--- src/hw/rtl/daut_pkg.sv ---
// ----------------------------------------------------------------------------
// daut_pkg
// Types and constants for the device address table: operation codes, the
// request and response payloads and the entry memory word.
// ----------------------------------------------------------------------------
package daut_pkg;

  localparam int unsigned AddrW  = 48;
  localparam int unsigned SigW   = 8;
  localparam int unsigned QidxW  = 5;
  localparam int unsigned CountW = 6;

  // operation codes
  localparam logic [1:0] FuncUpsert = 2'd0;
  localparam logic [1:0] FuncQuery  = 2'd1;
  localparam logic [1:0] FuncClear  = 2'd2;

  typedef struct packed {
    logic [1:0]              func;
    logic [AddrW-1:0]        dev_addr;
    logic signed [SigW-1:0]  signal_dbm;
    logic [QidxW-1:0]        query_index;
  } req_t;

  typedef struct packed {
    logic [AddrW-1:0]        addr;
    logic signed [SigW-1:0]  signal;
  } entry_t;

  typedef struct packed {
    logic                    found;
    entry_t                  entry;
    logic [CountW-1:0]       count;
  } rsp_t;

  typedef struct packed {
    logic we;
    logic re;
  } ram_ctrl_t;

endpackage

--- src/hw/rtl/daut_if.sv ---
// ----------------------------------------------------------------------------
// daut_if
// Valid/ready channels of the device address table: request and response.
// ----------------------------------------------------------------------------
interface daut_req_if;
  logic              valid;
  logic              ready;
  logic [1:0]        func;
  logic [47:0]       dev_addr;
  logic signed [7:0] signal_dbm;
  logic [4:0]        query_index;

  modport source (output valid, func, dev_addr, signal_dbm, query_index, input ready);
  modport sink   (input valid, func, dev_addr, signal_dbm, query_index, output ready);
endinterface

interface daut_rsp_if;
  logic              valid;
  logic              ready;
  logic              found;
  logic [47:0]       entry_addr;
  logic signed [7:0] entry_signal;
  logic [5:0]        entry_count;

  modport source (output valid, found, entry_addr, entry_signal, entry_count, input ready);
  modport sink   (input valid, found, entry_addr, entry_signal, entry_count, output ready);
endinterface

--- src/hw/rtl/daut_entry_ram.sv ---
// ----------------------------------------------------------------------------
// daut_entry_ram
// Entry store: one write port and one read port, read data registered.
// ----------------------------------------------------------------------------
module daut_entry_ram import daut_pkg::*; #(
  parameter int unsigned ENTRIES = 32,
  localparam int unsigned IdxW = (ENTRIES > 1) ? $clog2(ENTRIES) : 1
) (
  input  logic            clk_i,
  input  ram_ctrl_t       ctrl_i,
  input  logic [IdxW-1:0] waddr_i,
  input  entry_t          wdata_i,
  input  logic [IdxW-1:0] raddr_i,
  output entry_t          rdata_o
);

  entry_t mem_q [ENTRIES];
  entry_t rdata_q;

  // write port
  always_ff @(posedge clk_i) begin
    if (ctrl_i.we) begin
      mem_q[waddr_i] <= wdata_i;
    end
  end

  // registered read port
  always_ff @(posedge clk_i) begin
    if (ctrl_i.re) begin
      rdata_q <= mem_q[raddr_i];
    end
  end

  assign rdata_o = rdata_q;

endmodule

--- src/hw/rtl/daut_scan_ctrl.sv ---
// ----------------------------------------------------------------------------
// daut_scan_ctrl
// Sequencer that walks the entry memory one slot per cycle, keeps the valid
// bits and the count, and decides the write-back of an upsert.
// ----------------------------------------------------------------------------
module daut_scan_ctrl import daut_pkg::*; #(
  parameter int unsigned ENTRIES = 32,
  localparam int unsigned IdxW = (ENTRIES > 1) ? $clog2(ENTRIES) : 1
) (
  input  logic            clk_i,
  input  logic            rst_ni,
  input  logic            req_valid_i,
  output logic            req_ready_o,
  input  req_t            req_i,
  output logic            res_valid_o,
  input  logic            res_ready_i,
  output rsp_t            res_o,
  output ram_ctrl_t       ram_ctrl_o,
  output logic [IdxW-1:0] ram_waddr_o,
  output entry_t          ram_wdata_o,
  output logic [IdxW-1:0] ram_raddr_o,
  input  entry_t          ram_rdata_i
);

  localparam int unsigned CntW = $clog2(ENTRIES + 1);
  localparam int unsigned CmpW = (CntW > QidxW) ? CntW : QidxW;
  localparam logic [IdxW-1:0] LastIdx = IdxW'(ENTRIES - 1);

  localparam logic [1:0] StIdle   = 2'd0;
  localparam logic [1:0] StScan   = 2'd1;
  localparam logic [1:0] StFinish = 2'd2;

  logic [1:0]         state_q, state_d;
  req_t               op_q;
  logic [IdxW-1:0]    cmp_idx_q;
  logic [CntW-1:0]    seen_q;
  logic               free_found_q;
  logic [IdxW-1:0]    free_idx_q;
  logic [ENTRIES-1:0] valid_q;
  logic [CntW-1:0]    count_q;
  logic               res_found_q;
  entry_t             res_entry_q;

  logic accept;
  logic scanning;
  logic slot_valid;
  logic last_slot;
  logic addr_hit;
  logic ord_hit;
  logic is_upsert;
  logic is_query;
  logic claim_ok;
  logic [IdxW-1:0] claim_idx;
  logic scan_done;
  logic claim;
  logic capture;

  assign req_ready_o = (state_q == StIdle);
  assign accept      = req_valid_i && req_ready_o;
  assign scanning    = (state_q == StScan);

  // slot under comparison: read data of cmp_idx_q is on the port this cycle
  assign slot_valid = valid_q[cmp_idx_q];
  assign last_slot  = (cmp_idx_q == LastIdx);
  assign addr_hit   = slot_valid && (ram_rdata_i.addr == op_q.dev_addr);
  assign ord_hit    = slot_valid && (CmpW'(seen_q) == CmpW'(op_q.query_index));
  assign is_upsert  = (op_q.func == FuncUpsert);
  assign is_query   = (op_q.func == FuncQuery);

  // lowest free slot seen so far, this one included
  assign claim_ok  = free_found_q || !slot_valid;
  assign claim_idx = free_found_q ? free_idx_q : cmp_idx_q;

  // scan decisions and memory access
  always_comb begin
    scan_done   = 1'b0;
    claim       = 1'b0;
    capture     = 1'b0;
    ram_ctrl_o  = '0;
    ram_waddr_o = cmp_idx_q;
    ram_wdata_o = '{addr: op_q.dev_addr, signal: op_q.signal_dbm};
    ram_raddr_o = '0;
    if (accept) begin
      ram_ctrl_o.re = 1'b1;
    end else if (scanning) begin
      if (is_upsert) begin
        if (addr_hit) begin
          scan_done     = 1'b1;
          ram_ctrl_o.we = 1'b1;
        end else if (last_slot) begin
          scan_done = 1'b1;
          if (claim_ok) begin
            claim         = 1'b1;
            ram_ctrl_o.we = 1'b1;
            ram_waddr_o   = claim_idx;
          end
        end
      end else begin
        if (ord_hit) begin
          scan_done = 1'b1;
          capture   = 1'b1;
        end else if (last_slot) begin
          scan_done = 1'b1;
        end
      end
      if (!scan_done) begin
        ram_ctrl_o.re = 1'b1;
        ram_raddr_o   = last_slot ? '0 : cmp_idx_q + 1'b1;
      end
    end
  end

  // next state
  always_comb begin
    state_d = state_q;
    case (state_q)
      StIdle: begin
        if (accept) begin
          if (req_i.func == FuncUpsert || req_i.func == FuncQuery) begin
            state_d = StScan;
          end else begin
            state_d = StFinish;
          end
        end
      end
      StScan: begin
        if (scan_done) begin
          state_d = StFinish;
        end
      end
      StFinish: begin
        if (res_ready_i) begin
          state_d = StIdle;
        end
      end
      default: state_d = StIdle;
    endcase
  end

  // control state: fsm, valid bits, count
  always_ff @(posedge clk_i or negedge rst_ni) begin
    if (!rst_ni) begin
      state_q <= StIdle;
      valid_q <= '0;
      count_q <= '0;
    end else begin
      state_q <= state_d;
      if (accept && req_i.func == FuncClear) begin
        valid_q <= '0;
        count_q <= '0;
      end else if (claim) begin
        valid_q[claim_idx] <= 1'b1;
        count_q            <= count_q + 1'b1;
      end
    end
  end

  // scan bookkeeping and result payload
  always_ff @(posedge clk_i) begin
    if (accept) begin
      op_q         <= req_i;
      cmp_idx_q    <= '0;
      seen_q       <= '0;
      free_found_q <= 1'b0;
      free_idx_q   <= '0;
      res_found_q  <= 1'b0;
      res_entry_q  <= '0;
    end else if (scanning) begin
      cmp_idx_q <= cmp_idx_q + 1'b1;
      if (is_upsert && !slot_valid && !free_found_q) begin
        free_found_q <= 1'b1;
        free_idx_q   <= cmp_idx_q;
      end
      if (is_query && slot_valid) begin
        seen_q <= seen_q + 1'b1;
      end
      if (capture) begin
        res_found_q <= 1'b1;
        res_entry_q <= ram_rdata_i;
      end
    end
  end

  assign res_valid_o = (state_q == StFinish);
  assign res_o       = '{found: res_found_q, entry: res_entry_q, count: CountW'(count_q)};

endmodule

--- src/hw/rtl/device_address_upsert_table_core.sv ---
// ----------------------------------------------------------------------------
// device_address_upsert_table_core
// Table of discovered devices keyed by 48-bit address: upsert, query, clear.
// ----------------------------------------------------------------------------
// The block handles one item at a time. An upsert or a query walks the slots
// in order through the single read port of the entry memory, one slot per
// cycle, and stops at the matching slot; a clear or an unused code goes
// straight to the result without a walk. A result waits in the output
// register while the next request is taken. Valid bits live in flip-flops
// and are cleared at reset and by a clear item, so there is no clearing
// pass. entry_count reports the low 6 bits of the number of valid slots
// after the item.
module device_address_upsert_table_core import daut_pkg::*; #(
  parameter int unsigned ENTRIES = 32
) (
  input  logic           clk_i,
  input  logic           rst_ni,
  daut_req_if.sink       req_i,
  daut_rsp_if.source     rsp_o
);

  localparam int unsigned IdxW = (ENTRIES > 1) ? $clog2(ENTRIES) : 1;

  logic            req_valid;
  logic            req_ready;
  req_t            req;
  logic            res_valid;
  logic            res_ready;
  rsp_t            res;
  logic            rsp_valid_q;
  logic            rsp_ready;
  rsp_t            rsp_q;
  ram_ctrl_t       ram_ctrl;
  logic [IdxW-1:0] ram_waddr;
  logic [IdxW-1:0] ram_raddr;
  entry_t          ram_wdata;
  entry_t          ram_rdata;

  // request channel
  assign req_valid   = req_i.valid;
  assign req_i.ready = req_ready;
  assign req = '{func: req_i.func, dev_addr: req_i.dev_addr,
                 signal_dbm: req_i.signal_dbm, query_index: req_i.query_index};

  daut_scan_ctrl #(
    .ENTRIES (ENTRIES)
  ) u_scan (
    .clk_i       (clk_i),
    .rst_ni      (rst_ni),
    .req_valid_i (req_valid),
    .req_ready_o (req_ready),
    .req_i       (req),
    .res_valid_o (res_valid),
    .res_ready_i (res_ready),
    .res_o       (res),
    .ram_ctrl_o  (ram_ctrl),
    .ram_waddr_o (ram_waddr),
    .ram_wdata_o (ram_wdata),
    .ram_raddr_o (ram_raddr),
    .ram_rdata_i (ram_rdata)
  );

  daut_entry_ram #(
    .ENTRIES (ENTRIES)
  ) u_ram (
    .clk_i   (clk_i),
    .ctrl_i  (ram_ctrl),
    .waddr_i (ram_waddr),
    .wdata_i (ram_wdata),
    .raddr_i (ram_raddr),
    .rdata_o (ram_rdata)
  );

  // output register
  assign rsp_ready = rsp_o.ready;
  assign res_ready = !rsp_valid_q || rsp_ready;

  always_ff @(posedge clk_i or negedge rst_ni) begin
    if (!rst_ni) begin
      rsp_valid_q <= 1'b0;
    end else if (res_valid && res_ready) begin
      rsp_valid_q <= 1'b1;
    end else if (rsp_ready) begin
      rsp_valid_q <= 1'b0;
    end
  end

  always_ff @(posedge clk_i) begin
    if (res_valid && res_ready) begin
      rsp_q <= res;
    end
  end

  assign rsp_o.valid        = rsp_valid_q;
  assign rsp_o.found        = rsp_q.found;
  assign rsp_o.entry_addr   = rsp_q.entry.addr;
  assign rsp_o.entry_signal = rsp_q.entry.signal;
  assign rsp_o.entry_count  = rsp_q.count;

endmodule

--- src/flat_wrapper.sv ---
// flat-port wrapper written by rule: the top's interface ports become plain ports
module device_address_upsert_table_core_flat import daut_pkg::*;
#(
  parameter int unsigned ENTRIES = 32
)
  (clk_i, rst_ni, req_i_valid, req_i_func, req_i_dev_addr, req_i_signal_dbm, req_i_query_index, req_i_ready, rsp_o_valid, rsp_o_found, rsp_o_entry_addr, rsp_o_entry_signal, rsp_o_entry_count, rsp_o_ready);
  daut_req_if req_i_i ();
  daut_rsp_if rsp_o_i ();
  input  logic clk_i;
  input  logic rst_ni;
  input wire logic [$bits(req_i_i.valid)-1:0] req_i_valid;
  input wire logic [$bits(req_i_i.func)-1:0] req_i_func;
  input wire logic [$bits(req_i_i.dev_addr)-1:0] req_i_dev_addr;
  input wire logic [$bits(req_i_i.signal_dbm)-1:0] req_i_signal_dbm;
  input wire logic [$bits(req_i_i.query_index)-1:0] req_i_query_index;
  output wire logic [$bits(req_i_i.ready)-1:0] req_i_ready;
  output wire logic [$bits(rsp_o_i.valid)-1:0] rsp_o_valid;
  output wire logic [$bits(rsp_o_i.found)-1:0] rsp_o_found;
  output wire logic [$bits(rsp_o_i.entry_addr)-1:0] rsp_o_entry_addr;
  output wire logic [$bits(rsp_o_i.entry_signal)-1:0] rsp_o_entry_signal;
  output wire logic [$bits(rsp_o_i.entry_count)-1:0] rsp_o_entry_count;
  input wire logic [$bits(rsp_o_i.ready)-1:0] rsp_o_ready;
  assign req_i_i.valid = req_i_valid;
  assign req_i_i.func = req_i_func;
  assign req_i_i.dev_addr = req_i_dev_addr;
  assign req_i_i.signal_dbm = req_i_signal_dbm;
  assign req_i_i.query_index = req_i_query_index;
  assign req_i_ready = req_i_i.ready;
  assign rsp_o_valid = rsp_o_i.valid;
  assign rsp_o_found = rsp_o_i.found;
  assign rsp_o_entry_addr = rsp_o_i.entry_addr;
  assign rsp_o_entry_signal = rsp_o_i.entry_signal;
  assign rsp_o_entry_count = rsp_o_i.entry_count;
  assign rsp_o_i.ready = rsp_o_ready;
  device_address_upsert_table_core #(.ENTRIES(ENTRIES)) u_core (.clk_i(clk_i), .rst_ni(rst_ni), .req_i(req_i_i), .rsp_o(rsp_o_i));
endmodule
--- config.mk ---
export PLATFORM = sky130hd
export DESIGN_NAME = device_address_upsert_table_core_flat
export DESIGN_NICKNAME = d
export VERILOG_FILES = /design/src/hw/rtl/daut_pkg.sv /design/src/hw/rtl/daut_if.sv /design/src/hw/rtl/daut_entry_ram.sv /design/src/hw/rtl/daut_scan_ctrl.sv /design/src/hw/rtl/device_address_upsert_table_core.sv /design/src/flat_wrapper.sv
export SDC_FILE = /design/constraint.sdc
export NUM_CORES = 2
export LEC_CHECK = 0
export BUFFER_PORTS_ARGS = -buffer_cell sky130_fd_sc_hd__buf_2
export CAP_MARGIN = 30
export CORE_MARGIN = 3
export CORE_UTILIZATION = 45
export DETAILED_ROUTE_END_ITERATION = 8
export PLACE_DENSITY = 0.59
export REMOVE_ABC_BUFFERS = 1
export SYNTH_ARGS = -nofsm -noshare
export SYNTH_HDL_FRONTEND = slang
export SYNTH_SLANG_ARGS = --single-unit
--- constraint.sdc ---
create_clock -name clk_i -period 6.4 [get_ports clk_i]
set_clock_uncertainty 0.15 [all_clocks]
set_input_delay 0.32 -clock clk_i [delete_from_list [all_inputs] [get_ports clk_i]]
set_output_delay 0.32 -clock clk_i [all_outputs]
set_load 0.05 [all_outputs]
==> Yosys cells after proc, flatten, opt, wreduce, memory -nomap -nowiden <==
Memories as Yosys holds them, arrays and structs flattened. A register that Yosys moved wholly into a read port is not among the register bits.
Index checks and enable logic that the tools add are counted.
W data, S select, Z words.
{ "op_classes": {"n_addsub": 3, "magnitude_cmp": 3, "eq_ne": 11, "mux": 52, "bitwise": 1, "n_reduce_logical": 24} }
{ "op_table": {"columns": ["op", "n"], "rows": [
  ["$mux W32", 2],
  ["$mux W5", 11],
  ["$eq A48 B48 Y1", 1],
  ["$or A32 B32 Y32", 1],
  ["$mux W1", 29],
  ["$add A6 B1 Y6 const B", 2],
  ["$lt A5 B6 Y1 const B", 2],
  ["$mux W6", 2],
  ["$mux W2", 5],
  ["$logic_and A1 B1 Y1", 9],
  ["$eq A2 B1 Y1 const B", 3],
  ["$eq A6 B5 Y1", 1],
  ["$logic_not A2 Y1", 3],
  ["$pmux W2 S3", 1],
  ["$reduce_and A2 Y1", 3],
  ["$add A5 B1 Y5 const B", 1],
  ["$bmux W1 S5", 1],
  ["$demux W1 S5", 1],
  ["$eq A5 B5 Y1 const B", 1],
  ["$ge A5 B1 Y1 const B", 1],
  ["$eq A2 B2 Y1 const B", 2],
  ["$ne A2 B1 Y1 const B", 2],
  ["$reduce_bool A2 Y1", 2],
  ["$logic_not A1 Y1", 3],
  ["other kinds (3)", 5]
]} }
{ "totals": {"reg_bits": 241, "mem_bits_rw": 1792, "in_bits": 67, "word_cells": 114, "n_memories": 1} }
{ "mem_list": {"columns": ["memory", "depth", "width", "rd", "rd_ports_with_merged_regs", "write_ports", "line", "rtl"], "rows": [
  ["u_core.u_ram.mem_q", 32, 56, 1, 1, 1, "daut_entry_ram.sv:17", "entry_t mem_q [ENTRIES];"]
]} }

==> Longest topological paths before layout <==
{ "logic_depth": {"depth_word": 12, "ltp_mapped": 15, "ltp_nobuf": 9} }

==> Cells and area by module <==
Synthesis repeated with hierarchy kept, for this count alone.
{ "hier_totals": {"hier_cells": 4688, "hier_area_um2": 81184.1} }
{ "by_module_without_submodules": {"columns": ["mod", "instances", "cells_per_inst", "area_each_um2"], "rows": [
  ["daut_entry_ram", 1, 3917, 71357.2],
  ["daut_scan_ctrl", 1, 704, 7881.3],
  ["device_address_upsert_table_core", 1, 67, 1945.6]
]} }

==> Worst setup path after synthesis <==
OpenSTA, ideal clock, no wires.
{ "synth_path": {"kind": "flip-flop to flip-flop", "start": "reg u_core.u_scan.cmp_idx_q[2]", "end": "mem u_core.u_ram.mem_q[17][0] in the netlist's numbering, enable pin", "setup_ps": 470, "arrival_ps": 4939, "setup_slack_ps": 841, "path_stages_with_launch": 13, "synth_period_minus_slack_ps": 5559, "path_cell_list": "dfxtp_1 clkbuf_1 clkbuf_1 and3_1 ha_1 clkbuf_1 and3_1 and2_1 clkbuf_1 clkbuf_1 nand2_1 o31a_1 nor2_1"} }
{ "synth_via": {"elab_chain_cells": 12} }
{ "synth_rtl": {"columns": ["element", "line", "rtl"], "rows": [
  ["start: declaration", "daut_scan_ctrl.sv:35", "logic [IdxW-1:0] cmp_idx_q;"],
  ["start signal: assignment", "daut_scan_ctrl.sv:169", "cmp_idx_q <= cmp_idx_q + 1'b1;"],
  ["$bmux W1 S5", "daut_scan_ctrl.sv:63", "assign slot_valid = valid_q[cmp_idx_q];"],
  ["$mux W1 (implied by the code)", "daut_scan_ctrl.sv:63", null],
  ["$logic_not A1 Y1", "daut_scan_ctrl.sv:71", "assign claim_ok = free_found_q || !slot_valid;"],
  ["$logic_or A1 B1 Y1", "daut_scan_ctrl.sv:71", null],
  ["$mux W1", "daut_scan_ctrl.sv:92", "if (claim_ok) begin"],
  ["$mux W1", "daut_scan_ctrl.sv:90", "end else if (last_slot) begin"],
  ["$mux W1", "daut_scan_ctrl.sv:87", "if (addr_hit) begin"],
  ["$mux W1", "daut_scan_ctrl.sv:86", "if (is_upsert) begin"],
  ["$mux W2", "daut_scan_ctrl.sv:85", "end else if (scanning) begin"],
  ["$mux W1", "daut_scan_ctrl.sv:83", "if (accept) begin"],
  ["$mux W1", "daut_entry_ram.sv:22", "if (ctrl_i.we) begin"],
  ["$mux W1 (implied by the code)", "daut_entry_ram.sv:23", "mem_q[waddr_i] <= wdata_i;"],
  ["end: declaration", "daut_entry_ram.sv:17", null]
]} }
Parallel ways exist; a longest one is shown, timed or not. The select of a mux whose other input is x is not followed.

==> Final worst setup path <==
{ "layout_path": {"start": "reg u_core.u_scan.op_q (netlist bit u_core.u_scan.ram_wdata_o[42])", "end": "mem u_core.u_ram.mem_q[8][1] in the netlist's numbering, enable pin"} }
{ "layout_via": {"elab_chain_cells": 8} }
{ "layout_rtl": {"columns": ["element", "line", "rtl"], "rows": [
  ["start: declaration", "daut_scan_ctrl.sv:34", "req_t op_q;"],
  ["start signal: assignment", "daut_scan_ctrl.sv:161", "op_q <= req_i;"],
  ["$eq A48 B48 Y1 *", "daut_scan_ctrl.sv:65", "assign addr_hit = slot_valid && (ram_rdata_i.addr == op_q.dev_addr);"],
  ["$logic_and A1 B1 Y1 *", "daut_scan_ctrl.sv:65", null],
  ["$mux W1", "daut_scan_ctrl.sv:87", null],
  ["$mux W1", "daut_scan_ctrl.sv:86", null],
  ["$mux W2", "daut_scan_ctrl.sv:85", null],
  ["$mux W1", "daut_scan_ctrl.sv:83", null],
  ["$mux W1", "daut_entry_ram.sv:22", null],
  ["$mux W1 (implied by the code)", "daut_entry_ram.sv:23", null]
]} }
Mark *: on every way between the ends. The rest lies on a longest branch, timed or not.

==> metrics.cfg <==
[run_status]
outcome = finished clean

[global_route]
grt_usage = 0.265
met2_usage = 0.412
top_usage_layer = met2
grt_use_met1 = 0.380
grt_pass1_vias = 51100
grt_pass1_wl_um = 371000
antenna_found_initial = 3
grt_max_degree = 151
grtUsageMet3 = 0.0458
grt-ovfl-total = 0

[hold_path]
hold_path_class = in2reg

[placed_design]
dpl.cell_count = 7801
port_buffers = 131
routabilityCongestion = 0.802
dpl_cell_area_um2 = 89000
dp_slack_ns = 1.14
hpwl_um = 132000

[critical_path]
end_kind = register
worstSetupPathType = reg2reg
critical_path.cell_chain = buf_4, xor2_1, nor4_1, buf_2, nand4_1, nor3_1, o21ai_0, nand3_1, mux2i_1, nand3_1, buf_4, nor2_4, buf_4
max_stage_delay_ns = 0.54
required_ns = 6.70
crit_path_top_delay_cell = nor3_1
crit_top_cell = buf_4
cpLargestDelayFamily = simple AND/OR/NAND/NOR gates
crit_arrival_ns = 5.64
path_buf_inv = 4
critPathMaxFanout = 33
cp-start-kind = register

[run]
drv_cap = 0

[logic_synthesis]
ys.flop_type = edfxtp_1
synth_edf_count = 1974
synth_seq_cells = 2089
yosysTopAreaCell = edfxtp_1
async_flop_share = 0.0196
syn-mean-instance-area_um2 = 15.4
netlist_area_um2 = 83200
post_synth_num_cell_types = 50
synth.top_cells.by_area = edfxtp_1 71%, a211oi_1 6.1%, and3_1 5.9%
ys_seq_area_frac = 0.743
postSynthCellCount = 5388
synth_warnings = 0
synth.top_cell.area_share = 0.713

[timing]
finalHoldViolations = 0
tightest_slew_ns = 1.00
layout_min_cycle_time_ns = 5.34
slew_violations = 0
fin_ws_ns = 1.06
grt_setup_unrepaired = no
setup_viol = 0
period_share = 0.834
relSlewSlack = 0.330
maxClockFrequency_mhz = 187

[routing]
drtIter0Drc = 6527
vias = 52900
viasPerCell = 6.36
dr.pass1.iters = 5
drt_wl_total_um = 257000
final_antenna_net_count = 0
drc = 0
wire_per_inst_um = 31.0

[die]
dieArea_um2 = 190000
num_rows = 157
core_um2 = 183000
start_util = 0.453
num_io_pins = 132
die_h_um = 436
die_w_um = 436

[finish]
final_nets = 5730
final_util = 0.529
drive_gt1_frac = 0.138
fin_cells = 8312
area_growth_syn_to_layout_pct = 16.6
n_fill_cell = 14800
final_cell_area_um2 = 97000

[pwr]
power.density_nw_per_um2 = 405
finalPower_uw = 39300
peakVddDrop_v = 0.000431
p_leak_uw = 0.0336

[cts]
cts-htree-levels = 4
cts_buffer_depth = 3
clk_pin_slew_ns = 0.06
post_cts_buffers = 0
worstSkewPairLatency_ns = 0.86
cts_root_buf = clkbuf_16
tritoncts = done
numClockSinks = 2089
cts_buffers = 213

-- timing repair --
action	CTS	global route
resized for setup	0	0
hold endpoints to repair	145	0
hold buffers	104	0
-- state kept, by name (all words and copies together) (netlist names) --
name,count
u_core.rsp_o.entry_addr,48
u_core.rsp_o.entry_count,6
u_core.rsp_o.entry_signal,8
u_core.rsp_o.found,1
u_core.rsp_o.valid,1
u_core.u_ram.mem_q,1792
u_core.u_ram.rdata_o,56
u_core.u_scan.cmp_idx_q,5
u_core.u_scan.count_q,6
u_core.u_scan.free_found_q,1
u_core.u_scan.free_idx_q,5
u_core.u_scan.op_q,7
u_core.u_scan.ram_wdata_o,56
u_core.u_scan.res_found_q,1
u_core.u_scan.res_o,56
u_core.u_scan.seen_q,6
u_core.u_scan.state_q,2
u_core.u_scan.valid_q,32
-- routing by layer --
metal | share of wire | vias to the layer above
met5 | 0.00028 | -
met4 | 0.032 | 2
met3 | 0.082 | 460
met2 | 0.46 | 2596
met1 | 0.42 | 27400
li1 | - | 22500
-- cell usage in the layout, fill, tap and decap left out, drive strengths merged, types with 15 or more instances in the layout --
cell type,n
clkbuf,287
nor2,162
a21oi,52
a211oi,675
buf,442
bufinv,15
o31ai,112
and3,789
dfrtp,41
inv,131
and4,56
o32ai,222
edfxtp,1974
nand2,36
nor4,19
nand3b,111
mux2i,77
clkinv,84
o41ai,113
dfxtp,74
xor2,52
a21boi,111
dlygate4sd3,103
-- layout make-up --
| class | count | area, µm² | share of cell area |
|---|---|---|---|
| diodes | 4 | 10.0 | 0.000103 |
| clock buffers | 287 | 5810 | 0.0599 |
| clock inverters | 113 | 1080 | 0.0111 |
| inverters | 122 | 465 | 0.00480 |
| multi-input cells | 2688 | 19400 | 0.200 |
| flip-flops and latches | 2089 | 61800 | 0.637 |
| well taps | 2464 | 3080 | 0.0318 |
| repair buffers | 545 | 5340 | 0.0551 |
-- metrics by stage --
| step | hold slack, ns | setup TNS, ns |
|---|---|---|
| after detailed placement | 0.267 | 0 |
| final | 0.0505 | 0 |
| after CTS | 0.0000672 | 0 |
| after global routing | 0.0330 | 0 |
| after global placement | 0.261 | 0 |
| after floorplan | -0.126 | -4628.11 |
-- cells by family (layout without fill, tap and decap cells) --
logic type | after synthesis | in the layout | share of synthesized area
multiplexers | 79 | 79 | 0.00954
XOR/XNOR | 65 | 65 | 0.00684
AND/OR/NAND/NOR | 1221 | 1221 | 0.0892
adder cells (fa/ha/maj) | 4 | 4 | 0.000602
other | 0 | 4 | 0
AO/OA/AOI/OAI | 1319 | 1319 | 0.123
flip-flops | 2089 | 2089 | 0.743
buffers and inverters | 611 | 1067 | 0.0284
-- power by group --
part	switching [µW]	internal [µW]	total (µW)
Clock	5270	6980	12300
Combinational	7010	3480	10500
Sequential	512	16000	16500
-- Yosys cell counts (2+ instances only) --
master    count
nor2b_1       4
nand2b_1      3
nand3_1      14
o211ai_1      2
nor3_1        9
nor4b_1       2
o41a_1        2
a22oi_1       4
mux2_2        2
o31ai_1     112
ha_1          4
o22ai_1       2
a311oi_1      3
o32ai_1     222
edfxtp_1   1974
a211oi_1    675
o31a_1        2
a21boi_0    111
nor2_1      162
mux2i_1      77
o41ai_1     113
nand4_1       6
buf_2        46
a31oi_1       3
or3_1         3
o21ai_0      11
dfxtp_1      74
a21oi_1      52
nor3b_1       2
o32a_1        2
nand2_1      35
dfrtp_1      41
xnor2_1      13
nor4_1       19
clkbuf_1    404
inv_1       122
and4_1       56
nand4_2       2
and2_1        2
buf_1        37
xor2_1       52
nand3b_1    111
and3_1      789
-- path summary, 6_finish.rpt --
check	slack, ns	from	cells past startpoint	to
worst max-delay path	1.06	u_core.u_scan.ram_wdata_o[42]$_DFFE_PP_	13	u_core.u_ram.mem_q[8][1]$_DFFE_PP_
worst min-delay path	0.05	req_i_dev_addr[26]	2	u_core.u_scan.ram_wdata_o[34]$_DFFE_PP_
worst max register to register	1.06	u_core.u_scan.ram_wdata_o[42]$_DFFE_PP_	13	u_core.u_ram.mem_q[8][1]$_DFFE_PP_
worst min register to register	0.28	u_core.u_scan.res_o[6]$_SDFFE_PP0P_	0	u_core.rsp_o.entry_signal[0]$_DFFE_PP_
max in group asynchronous	5.36	rst_ni	4	u_core.u_scan.valid_q[9]$_DFFE_PN0P_
min in group asynchronous	0.30	rst_ni	3	u_core.u_scan.valid_q[17]$_DFFE_PN0P_
Power figures use the tool's default switching activity.
